<file path="src/rtl/blpg_pkg.sv">
// Shared types and constants for the Bresenham line pixel generator.
// Used by the front, queue, back and top-level modules; depends on nothing.
package blpg_pkg;

    localparam int COORD_BITS  = 12;
    localparam int INC_BITS    = COORD_BITS + 1;
    localparam int ERR_BITS    = COORD_BITS + 3;
    localparam int COLOR_BITS  = 32;
    localparam int QUEUE_DEPTH = 2;
    localparam int QPTR_BITS   = $clog2(QUEUE_DEPTH);
    localparam int QCNT_BITS   = $clog2(QUEUE_DEPTH + 1);

    localparam logic MODE_START = 1'b0;
    localparam logic MODE_STEP  = 1'b1;

    typedef logic [COORD_BITS-1:0] t_coord;
    typedef logic [INC_BITS-1:0]   t_inc;
    typedef logic [COLOR_BITS-1:0] t_color;
    typedef logic signed [ERR_BITS-1:0] t_err;

    // Classified item as it travels from front to back
    typedef struct packed {
        logic   mode;
        t_coord major_pos;
        t_coord major_end;
        t_coord minor_pos;
        t_coord span;
        t_inc   inc;
        logic   swapped;
        logic   down;
        t_color color;
    } t_item;

endpackage

</file>
<file path="src/rtl/blpg_front.sv">
// Front end: classifies an incoming item and works out line set-up.
// Depends on blpg_pkg.
module blpg_front (
    input  logic               i_mode,
    input  blpg_pkg::t_coord   i_start_x,
    input  blpg_pkg::t_coord   i_start_y,
    input  blpg_pkg::t_coord   i_end_x,
    input  blpg_pkg::t_coord   i_end_y,
    input  blpg_pkg::t_color   i_color,
    output blpg_pkg::t_item    o_item
);

    blpg_pkg::t_coord dx, dy;
    blpg_pkg::t_coord a_maj, a_min, b_maj, b_min;
    blpg_pkg::t_coord near_min, far_min, d_minor;
    logic             swapped, order;

    always_comb begin
        dx = (i_start_x > i_end_x) ? i_start_x - i_end_x : i_end_x - i_start_x;
        dy = (i_start_y > i_end_y) ? i_start_y - i_end_y : i_end_y - i_start_y;
        swapped = (dx < dy);

        a_maj = swapped ? i_start_y : i_start_x;
        a_min = swapped ? i_start_x : i_start_y;
        b_maj = swapped ? i_end_y   : i_end_x;
        b_min = swapped ? i_end_x   : i_end_y;

        // order endpoints so the major coordinate rises
        order    = (a_maj > b_maj);
        near_min = order ? b_min : a_min;
        far_min  = order ? a_min : b_min;
        d_minor  = swapped ? dx : dy;

        o_item.mode      = i_mode;
        o_item.major_pos = order ? b_maj : a_maj;
        o_item.major_end = order ? a_maj : b_maj;
        o_item.minor_pos = near_min;
        o_item.span      = swapped ? dy : dx;
        o_item.inc       = {d_minor, 1'b0};
        o_item.swapped   = swapped;
        o_item.down      = (near_min > far_min);
        o_item.color     = i_color;
    end

endmodule

</file>
<file path="src/rtl/blpg_queue.sv">
// Short queue of classified items between front and back.
// Depends on blpg_pkg.
module blpg_queue (
    input  logic             i_clk,
    input  logic             i_rst_n,
    input  logic             i_push,
    input  blpg_pkg::t_item  i_item,
    output logic             o_full,
    input  logic             i_pop,
    output logic             o_nonempty,
    output blpg_pkg::t_item  o_item
);

    blpg_pkg::t_item r_mem [blpg_pkg::QUEUE_DEPTH];
    logic [blpg_pkg::QPTR_BITS-1:0] r_wr_ptr, r_rd_ptr;
    logic [blpg_pkg::QCNT_BITS-1:0] r_count;

    logic do_push, do_pop;

    assign o_full     = (r_count == blpg_pkg::QCNT_BITS'(blpg_pkg::QUEUE_DEPTH));
    assign o_nonempty = (r_count != '0);
    assign do_push    = i_push && !o_full;
    assign do_pop     = i_pop && o_nonempty;
    assign o_item     = r_mem[r_rd_ptr];

    always_ff @(posedge i_clk) begin
        if (do_push) begin
            r_mem[r_wr_ptr] <= i_item;
        end
    end

    always_ff @(posedge i_clk) begin
        if (!i_rst_n) begin
            r_wr_ptr <= '0;
            r_rd_ptr <= '0;
            r_count  <= '0;
        end else begin
            if (do_push) begin
                r_wr_ptr <= r_wr_ptr + 1'b1;
            end
            if (do_pop) begin
                r_rd_ptr <= r_rd_ptr + 1'b1;
            end
            case ({do_push, do_pop})
                2'b10:   r_count <= r_count + 1'b1;
                2'b01:   r_count <= r_count - 1'b1;
                default: r_count <= r_count;
            endcase
        end
    end

endmodule

</file>
<file path="src/rtl/blpg_back.sv">
// Back end: holds the active line, steps the error term and emits pixels
// through an output register. Depends on blpg_pkg.
module blpg_back (
    input  logic             i_clk,
    input  logic             i_rst_n,
    input  logic             i_item_valid,
    input  blpg_pkg::t_item  i_item,
    output logic             o_pop,
    output logic             o_valid,
    input  logic             i_stall,
    output blpg_pkg::t_coord o_pixel_x,
    output blpg_pkg::t_coord o_pixel_y,
    output blpg_pkg::t_color o_pixel_color,
    output logic             o_last_pixel
);

    // line state
    logic             r_active;
    blpg_pkg::t_coord r_major_pos, r_major_end, r_minor_pos, r_span;
    blpg_pkg::t_inc   r_inc;
    blpg_pkg::t_err   r_err;
    logic             r_swapped, r_down;
    blpg_pkg::t_color r_color;

    // output register
    logic             r_out_valid;
    blpg_pkg::t_coord r_px, r_py;
    blpg_pkg::t_color r_out_color;
    logic             r_out_last;

    logic             can_take, start, emit, last, over;
    blpg_pkg::t_coord cur_pos, cur_end, cur_min, cur_span;
    blpg_pkg::t_inc   cur_inc;
    blpg_pkg::t_err   cur_err, sum, inc_ext, span_ext, two_span;
    logic             cur_swapped, cur_down;
    blpg_pkg::t_color cur_color;
    blpg_pkg::t_coord n_major_pos, n_minor_pos;
    blpg_pkg::t_err   n_err;

    assign can_take = !r_out_valid || !i_stall;
    assign o_pop    = i_item_valid && can_take;
    assign start    = (i_item.mode == blpg_pkg::MODE_START);
    // a step with no line in progress is dropped
    assign emit     = o_pop && (start || r_active);

    always_comb begin
        cur_pos     = start ? i_item.major_pos : r_major_pos;
        cur_end     = start ? i_item.major_end : r_major_end;
        cur_min     = start ? i_item.minor_pos : r_minor_pos;
        cur_span    = start ? i_item.span      : r_span;
        cur_inc     = start ? i_item.inc       : r_inc;
        cur_err     = start ? '0               : r_err;
        cur_swapped = start ? i_item.swapped   : r_swapped;
        cur_down    = start ? i_item.down      : r_down;
        cur_color   = start ? i_item.color     : r_color;

        last     = (cur_pos == cur_end);
        inc_ext  = $signed({{(blpg_pkg::ERR_BITS - blpg_pkg::INC_BITS){1'b0}}, cur_inc});
        span_ext = $signed({{(blpg_pkg::ERR_BITS - blpg_pkg::COORD_BITS){1'b0}}, cur_span});
        two_span = $signed({{(blpg_pkg::ERR_BITS - blpg_pkg::COORD_BITS - 1){1'b0}},
                            cur_span, 1'b0});
        sum      = cur_err + inc_ext;
        over     = (sum > span_ext);
        n_err    = over ? sum - two_span : sum;

        n_minor_pos = cur_min;
        if (over) begin
            n_minor_pos = cur_down ? cur_min - 1'b1 : cur_min + 1'b1;
        end
        n_major_pos = cur_pos + 1'b1;
    end

    always_ff @(posedge i_clk) begin
        if (!i_rst_n) begin
            r_active    <= 1'b0;
            r_out_valid <= 1'b0;
        end else begin
            if (emit) begin
                r_active <= !last;
            end
            if (can_take) begin
                r_out_valid <= emit;
            end
        end
    end

    always_ff @(posedge i_clk) begin
        if (emit) begin
            r_major_pos <= n_major_pos;
            r_major_end <= cur_end;
            r_minor_pos <= n_minor_pos;
            r_span      <= cur_span;
            r_inc       <= cur_inc;
            r_err       <= n_err;
            r_swapped   <= cur_swapped;
            r_down      <= cur_down;
            r_color     <= cur_color;

            r_px        <= cur_swapped ? cur_min : cur_pos;
            r_py        <= cur_swapped ? cur_pos : cur_min;
            r_out_color <= cur_color;
            r_out_last  <= last;
        end
    end

    assign o_valid       = r_out_valid;
    assign o_pixel_x     = r_px;
    assign o_pixel_y     = r_py;
    assign o_pixel_color = r_out_color;
    assign o_last_pixel  = r_out_last;

endmodule

</file>
<file path="src/rtl/bresenham_line_pixel_generator_core.sv">
// Bresenham line pixel generator, top level: front, queue and back end.
// Depends on blpg_pkg, blpg_front, blpg_queue and blpg_back.
//
// A mode 0 item starts a line between two endpoints and gives its first
// pixel; each mode 1 item gives the next pixel, the last one flagged with
// last_pixel. A mode 1 item with no line in progress gives nothing, and a
// mode 0 item during a line abandons it. Items are taken one per clock and
// pixels leave one per clock when nothing stalls: the error add, compare
// and coordinate step in the back end are combinational, and a two-entry
// queue between the set-up logic and the back end lets input and output
// stall independently. An input item is registered in the queue and then
// in the back end's output register before its pixel is valid.
module bresenham_line_pixel_generator_core (
    input  logic             i_clk,
    input  logic             i_rst_n,
    input  logic             i_valid,
    output logic             o_stall,
    input  logic             i_mode,
    input  blpg_pkg::t_coord i_start_x,
    input  blpg_pkg::t_coord i_start_y,
    input  blpg_pkg::t_coord i_end_x,
    input  blpg_pkg::t_coord i_end_y,
    input  blpg_pkg::t_color i_color,
    output logic             o_valid,
    input  logic             i_stall,
    output blpg_pkg::t_coord o_pixel_x,
    output blpg_pkg::t_coord o_pixel_y,
    output blpg_pkg::t_color o_pixel_color,
    output logic             o_last_pixel
);

    blpg_pkg::t_item front_item, head_item;
    logic            q_full, q_nonempty, q_pop;

    blpg_front u_front (
        .i_mode    (i_mode),
        .i_start_x (i_start_x),
        .i_start_y (i_start_y),
        .i_end_x   (i_end_x),
        .i_end_y   (i_end_y),
        .i_color   (i_color),
        .o_item    (front_item)
    );

    blpg_queue u_queue (
        .i_clk      (i_clk),
        .i_rst_n    (i_rst_n),
        .i_push     (i_valid),
        .i_item     (front_item),
        .o_full     (q_full),
        .i_pop      (q_pop),
        .o_nonempty (q_nonempty),
        .o_item     (head_item)
    );

    blpg_back u_back (
        .i_clk         (i_clk),
        .i_rst_n       (i_rst_n),
        .i_item_valid  (q_nonempty),
        .i_item        (head_item),
        .o_pop         (q_pop),
        .o_valid       (o_valid),
        .i_stall       (i_stall),
        .o_pixel_x     (o_pixel_x),
        .o_pixel_y     (o_pixel_y),
        .o_pixel_color (o_pixel_color),
        .o_last_pixel  (o_last_pixel)
    );

    assign o_stall = q_full;

endmodule
</file>
<file path="config.mk">
export PLATFORM = sky130hd
export DESIGN_NAME = bresenham_line_pixel_generator_core
export DESIGN_NICKNAME = d
export VERILOG_FILES = /design/src/rtl/blpg_pkg.sv /design/src/rtl/blpg_front.sv /design/src/rtl/blpg_queue.sv /design/src/rtl/blpg_back.sv /design/src/rtl/bresenham_line_pixel_generator_core.sv
export SDC_FILE = /design/constraint.sdc
export NUM_CORES = 1
export LEC_CHECK = 0
export BUFFER_PORTS_ARGS = -buffer_cell sky130_fd_sc_hd__buf_2
export CAP_MARGIN = 20
export CELL_PAD_IN_SITES_DETAIL_PLACEMENT = 1
export CELL_PAD_IN_SITES_GLOBAL_PLACEMENT = 1
export CORE_ASPECT_RATIO = 0.6
export CORE_UTILIZATION = 53
export DETAILED_ROUTE_END_ITERATION = 6
export PLACE_DENSITY = 0.82
export SLEW_MARGIN = 30
export SYNTH_ARGS = -nofsm -noshare
export SYNTH_HDL_FRONTEND = slang
export SYNTH_SLANG_ARGS = --single-unit
</file>
<file path="constraint.sdc">
create_clock -name i_clk -period 21.5 [get_ports i_clk]
set_clock_uncertainty 0.05 [all_clocks]
set_input_delay 3.225 -clock i_clk [delete_from_list [all_inputs] [get_ports i_clk]]
set_output_delay 3.225 -clock i_clk [all_outputs]
set_load 0.05 [all_outputs]
</file>
# Word level (Yosys, flattened, before mapping)
# Memories as Yosys holds them, arrays and structs flattened. A register that Yosys moved wholly into a read port is not among the register bits.
# Cells that the tools add are included.
[classes]
add_sub_neg = 13
n_mul = 0
n_div = 0
n_lt_le_gt_ge = 6
n_eq_ne = 4
shifts = 0
mux = 30
bitwise_logic = 1
reduce_logical = 13
[op_table]
columns = ["cell", "count"]
rows = [
  ["12-bit two-way mux", 20],
  ["12-bit greater-than comparator", 4],
  ["12-bit subtractor", 4],
  ["15-bit two-way mux", 2],
  ["12-bit by 1-bit adder with 12-bit output (second input constant)", 2],
  ["15-bit by 14-bit adder with 15-bit output", 1],
  ["15-bit by 13-bit greater-than comparator with 1-bit output", 1],
  ["15-bit by 14-bit subtractor with 15-bit output", 1],
  ["13-bit two-way mux", 1],
  ["12-bit equality test", 1],
  ["12-bit < comparator", 1],
  ["12-bit by 1-bit subtractor with 12-bit output (second input constant)", 1],
  ["1-bit two-way mux", 6],
  ["2-bit equality test (second input constant)", 2],
  ["1-bit logical AND", 4],
  ["1-bit logical NOT", 4],
  ["2-bit case mux with 2 select lines", 1],
  ["2-bit nonzero test", 2],
  ["1-bit adder (second input constant)", 2],
  ["2-bit by 1-bit adder with 2-bit output (second input constant)", 1],
  ["2-bit by 1-bit equality test with 1-bit output (second input constant)", 1],
  ["1-bit logical OR", 2],
  ["2-bit AND reduction", 1],
  ["2-bit by 1-bit subtractor with 2-bit output (second input constant)", 1],
  ["1-bit NOT", 1],
]
[word_totals]
reg_bits = 141
latch_bits = 0
mem_bits_rw = 190
rom_bits = 0
inputBits = 85
out_inout_bits = 59
word_cells = 85
memories = 1
[mem_list]
columns = ["memory", "words", "word_bits", "read_ports", "rd_ports_with_merged_regs", "wr", "line_no", "rtl"]
rows = [
  ["u_queue.r_mem", 2, 95, 1, 1, 1, "blpg_queue.sv:14", "blpg_pkg::t_item r_mem [blpg_pkg::QUEUE_DEPTH];"],
]

# Logic depth before layout (Yosys ltp)
[logic_depth]
depth_word = 7
depth_mapped = 42
mapped_depth_nobuf = 39

# Hierarchy
# A second synthesis with hierarchy kept.
[unflattened]
hier_cells = 1547
hier_area_um2 = 19690.1
[modules_own_cells]
columns = ["module", "n_inst", "cells_per_inst", "area_per_inst_um2"]
rows = [
  ["blpg_back", 1, 629, 7925.1],
  ["blpg_queue", 1, 325, 7168.1],
  ["blpg_front", 1, 593, 4596.9],
]

# Worst setup path before layout
# No wires, ideal clock.
[synth_timing]
path_kind = "input port to flip-flop"
start = "input i_start_x[0]"
end = "memory u_queue.r_mem[0][32] in the netlist's numbering (data pin)"
setup_time_ns = 0.270
t_arrival_ns = 10.434
t_required_ns = 21.180
setup_slack_ns = 10.745
stages = 42
path_buffers = 5
cell_sequence = "inv_1 > ha_1 > inv_1 > fa_1 > a211oi_1 > o21ai_0 > o211ai_1 > o311ai_4 > nand2_1 > buf_2 > mux2i_1 > o211ai_1 > xnor2_1 > inv_1 > ha_1 > nor2b_1 > nor4_1 > o21ai_0 > (+6 left out) > ha_1 > a21o_1 > a21o_1 > a21oi_1 > o21ai_0 > a21oi_1 > a21oi_1 > clkbuf_1 > clkbuf_1 > mux2i_1 > ha_1 > nor2b_1 > o21ai_0 > nand2b_1 > a21oi_1 > nor3_1 > a2111oi_0 > nor2_1"
[synth_rtl]
columns = ["element", "line_no", "rtl"]
rows = [
  ["from (decl)", "bresenham_line_pixel_generator_core.sv:19", "input blpg_pkg::t_coord i_start_x,"],
  ["to (decl)", "blpg_queue.sv:14", ""],
]

==> impl.org <==
** Critical path
- The startpoint identified for the worst register-to-register timing path is u_queue.r_mem[0][94]$_DFFE_PP_.
- Maximum fanout encountered on the critical timing path :: 48
- At the worst endpoint, the required time is 21.76 ns.
- By startpoint and endpoint, the worst setup path is classified as in2reg.
- In this run the worst setup path terminates at u_queue.r_mem[1][32]$_DFFE_PP_.
- The worst register-to-register path ends at u_back.r_minor_pos[11]$_DFFE_PP_.
- Counting cells, the worst reg-to-reg path comes to 18.
- Beginning of the critical path :: i_start_x[0]
- Slowest-stage cell, CP :: nand2_1
- Setup slack on the worst flop-to-flop path :: 14.60 ns
- Arr. time, crit path :: 13.93 ns
- Kind of start point of the critical path :: input port
- Nature of the critical path endpoint :: register
- The largest single stage delay on the critical path is 0.72 ns.

** Logic synthesis
- Dominant synthesized flop cell :: edfxtp_1
- Average instance area after synthesis :: 11.67 µm²
- Post-synth net total :: 1859
- Cells after synthesis :: 1637
- Sequential fraction of the synthesis area :: 51.81%
- In the synthesized netlist the async set-or-reset flop fraction comes to 0%.
- Area of the mapped netlist :: 0.01911 mm²
- Count of yosys warnings during synthesis :: 0
- Number of enable flip-flop cells after synthesis :: 325
- The netlist uses 73 different library cells.
- Synthesis inferred 332 register bits.

** Pwr
- Reported leakage power :: 8.610 nW
- Worst IR Drop VDD :: 0.1115 mV
- In this run the power density over the cells is 189.5 mW/mm².

** Clocking
- Clock sink total :: 332
- Number of gates resized after cts :: 0
- CTS H-tree lvls :: 1
- At the later pin of the worst-skew pair, clock insertion delay measures 0.59 ns.
- No sink is reached through more buffers than the 3 on the longest clock path.
- Total of hold buffers inserted after clock tree synthesis :: 0
- Setup repair bufs after CTS :: 0
- CTS tree :: yes
- TritonCTS created 31 clock buffers.
- Master cell of the clock root buffer :: clkbuf_16
- Clock-pin slew was measured on the worst setup and hold paths at 0.07 ns.

** Placed design
- Prior to clock tree synthesis, the placed netlist has a worst setup slack of 7.484 ns.
- Final HPWL from detailed placement :: 41880 µm
- At the end of routability-driven placement, the weighted congestion stood at 0.9941.
- Port-buffer cells :: 143

** Timing
- The worst pin sits at a relative slew slack of 26.01%.
- PnR worst setup slack :: 7.829 ns
- After routing, the total negative slack on setup checks comes to 0 ns.
- Final Max Tran Viols :: 0
- After layout, the worst path uses 63.59% of the clock period.
- For this run, the top clock speed supported by timing is 73.15 MHz.
- Final hold vios :: 0
- Transition time at the pin with the least slew margin :: 1.110 ns
- Unrepaired setup endpoints after global routing :: false
- Min Tclk post-route :: 13.67 ns
- Setup violations remaining at the end of the flow were counted as 0.

** Global route
- GRT overflow :: 0
- The first global-routing pass estimated 83390 µm of wire.
- Number of antenna violations at the first check in global routing :: 2
- Entering global routing, the biggest net connects 64 pins.
- The number of global-route vias before repair came to 13.86k.
- Overall global routing resource usage :: 30.20%

** Drt
- Total Routed Length :: 55870 µm
- Number of detailed-route iterations in the first pass :: 7
- DR WL/cell :: 24.73 µm
- Using the TritonRoute via totals, the vias-per-cell ratio works out to 6.097.
- In the routed design, unresolved DRC markers number 4.
- The final route contains 13.77k vias.
- Once detail routing completed, the nets flagged for antenna violations numbered 0.
- For this block, the initial DRC count from the detailed router was 1202.

** Floorplan
- Die height :: 149.1 µm
- Std cell rows :: 53
- Overall die area :: 0.03684 mm²
- Boundary Pins :: 144
- Initial Util :: 54.16%
- The die is 247.1 µm wide.
- CORE AREA :: 0.03528 mm²

** Final layout
- The final layout contains 1989 nets.
- Area overhead of the layout relative to synthesis :: 11.18%
- Storage element area :: 0.009903 mm²
- Number of filler cells placed in the layout :: 3685
- Area taken by multi-input logic gates :: 0.008541 mm²
- Layout cells sized above 1 :: 16.75%

** Status
- The checks that failed: DRC.
- The flow ran to the end, but the final reports show violations.

** Job
- Max Cap Viol :: 0

** Worst hold path
- The min-delay analysis places its worst path in the category reg2reg.
[synthesized netlist by cell type (all sizes together) (11+ instances only)]
master  instances  area (µm²)
edfxtp        325        9759
and2           29       185.2
xnor2          50       437.9
clkbuf         38       145.1
nand2          91       351.6
inv           116       435.4
mux2           65       739.5
and3           13       83.83
a211oi         14       105.1
nor2           71       266.5
ha            130        1627
a21o           49       369.1
nor2b          15       93.84
a21oi         175       875.8
or3            11       73.82
nand3          16       80.08
xor2           22       192.7
buf            28       150.1
o21ai         101       505.5
nand2b         11       68.82
mux2i         133        1331
nor3           13       65.06
nand4          16       106.4
o211ai         12       103.9
[logic make-up after synthesis]
kind of cell    count (synthesis)  share of synthesized area (%)
flops                         332                          51.81
mux                           198                          10.84
compound gates                414                          13.17
fa+ha+maj                     137                          9.247
simple gates                  302                          7.806
xor+xnor                       72                          3.301
buf+inv                       182                          3.824
[layout make-up]
type / count / share of cell area [%]
multi-input combinational: 1123 / 40.21
timing repair buffer: 163 / 4.159
antenna: 1 / 0.01178
tap: 467 / 2.751
clock buffer: 38 / 3.776
clock inverter: 19 / 0.4241
sequential: 332 / 46.62
inverter: 116 / 2.050
[routing by layer]
layer  wire length [µm]  share of wire (%)  global-route usage, %
met1              25810                 46                  44.77
met2              24140                 43                  44.89
met3               5108                9.1                  8.113
met4                803                1.4                  4.815
met5                  0                  0                      0
[flip-flops by register name, indices dropped and copies added, names as in the netlist, named ones only]
| signal | count |
|---|---|
| u_back.r_major_pos | 12 |
| u_back.o_pixel_x | 12 |
| u_back.r_active | 1 |
| u_back.r_major_end | 12 |
| u_back.o_last_pixel | 1 |
| u_back.r_err | 15 |
| u_queue.r_rd_ptr | 1 |
| u_queue.r_count | 2 |
| u_back.r_color | 32 |
| u_back.r_span | 12 |
| u_back.r_swapped | 1 |
| u_back.r_inc | 13 |
| u_back.r_minor_pos | 12 |
| u_back.r_down | 1 |
| u_back.o_pixel_y | 12 |
| u_queue.r_wr_ptr | 1 |
| u_back.o_valid | 1 |
| u_queue.r_mem | 190 |
[report_power, final]
part / leakage, nW / total [W] / internal (W) / switching (W)
logic: 5.08 / 0.00235 / 0.000873 / 0.00148
registers: 3.10 / 0.00117 / 0.00110 / 0.0000638
clock network: 0.430 / 0.000506 / 0.000263 / 0.000243
total: 8.61 / 0.00403 / 0.00224 / 0.00179
[worst max-delay path, delay by kind of cell]
kind,cells,cell delay (ns)
AO/OA/AOI/OAI,12,2.74
multiplexers,3,1.15
buffers and inverters,9,2.62
AND/OR/NAND/NOR,11,2.37
XOR/XNOR,1,0.24
adder cells (fa/ha/maj),5,1.47
[stage by stage]
stage               hold slack, ns  util (%)  area, µm²  power, W  instances
global placement            0.4432     57.55      20300  0.003326       2199
detailed placement          0.4592     57.63      20330  0.003470       2200
finish                      0.4965     60.21      21240  0.004025       2259
floorplan                   0.4244         -      19110  0.002852       1637
CTS                         0.4994     60.16      21220  0.004002       2257
global route                0.5144     60.21      21240  0.004265       2259
[placed cells by master, fill, tap and decap left out, drive strengths merged, types with 14 or more instances in the layout]
cell type,Yosys,final
edfxtp,325,325
a21oi,175,175
buf,28,163
mux2i,133,133
ha,130,130
inv,116,116
o21ai,101,101
nand2,91,91
nor2,71,71
mux2,65,65
xnor2,50,50
a21o,49,49
clkbuf,38,38
and2,29,29
xor2,22,22
nand3,16,16
nand4,16,16
clkinv,0,16
nor2b,15,15
a211oi,14,14
[how the worst min path moves through the flow]
stage,start,end,cells after the start
6_report,u_queue.r_mem[0][28]$_DFFE_PP_,u_back.r_color[28]$_DFFE_PP_,1
5_1_grt,u_queue.r_mem[1][23]$_DFFE_PP_,u_back.r_color[23]$_DFFE_PP_,1
4_1_cts,u_queue.r_mem[1][13]$_DFFE_PP_,u_back.r_color[13]$_DFFE_PP_,1
3_5_place_dp,u_queue.r_count[1]$_SDFFE_PN0P_,u_queue.r_count[1]$_SDFFE_PN0P_,2
3_3_place_gp,u_queue.r_count[1]$_SDFFE_PN0P_,u_queue.r_count[1]$_SDFFE_PN0P_,2
2_1_floorplan,u_queue.r_count[1]$_SDFFE_PN0P_,u_queue.r_count[1]$_SDFFE_PN0P_,2
No activity file was read; power rests on OpenSTA's default activity.
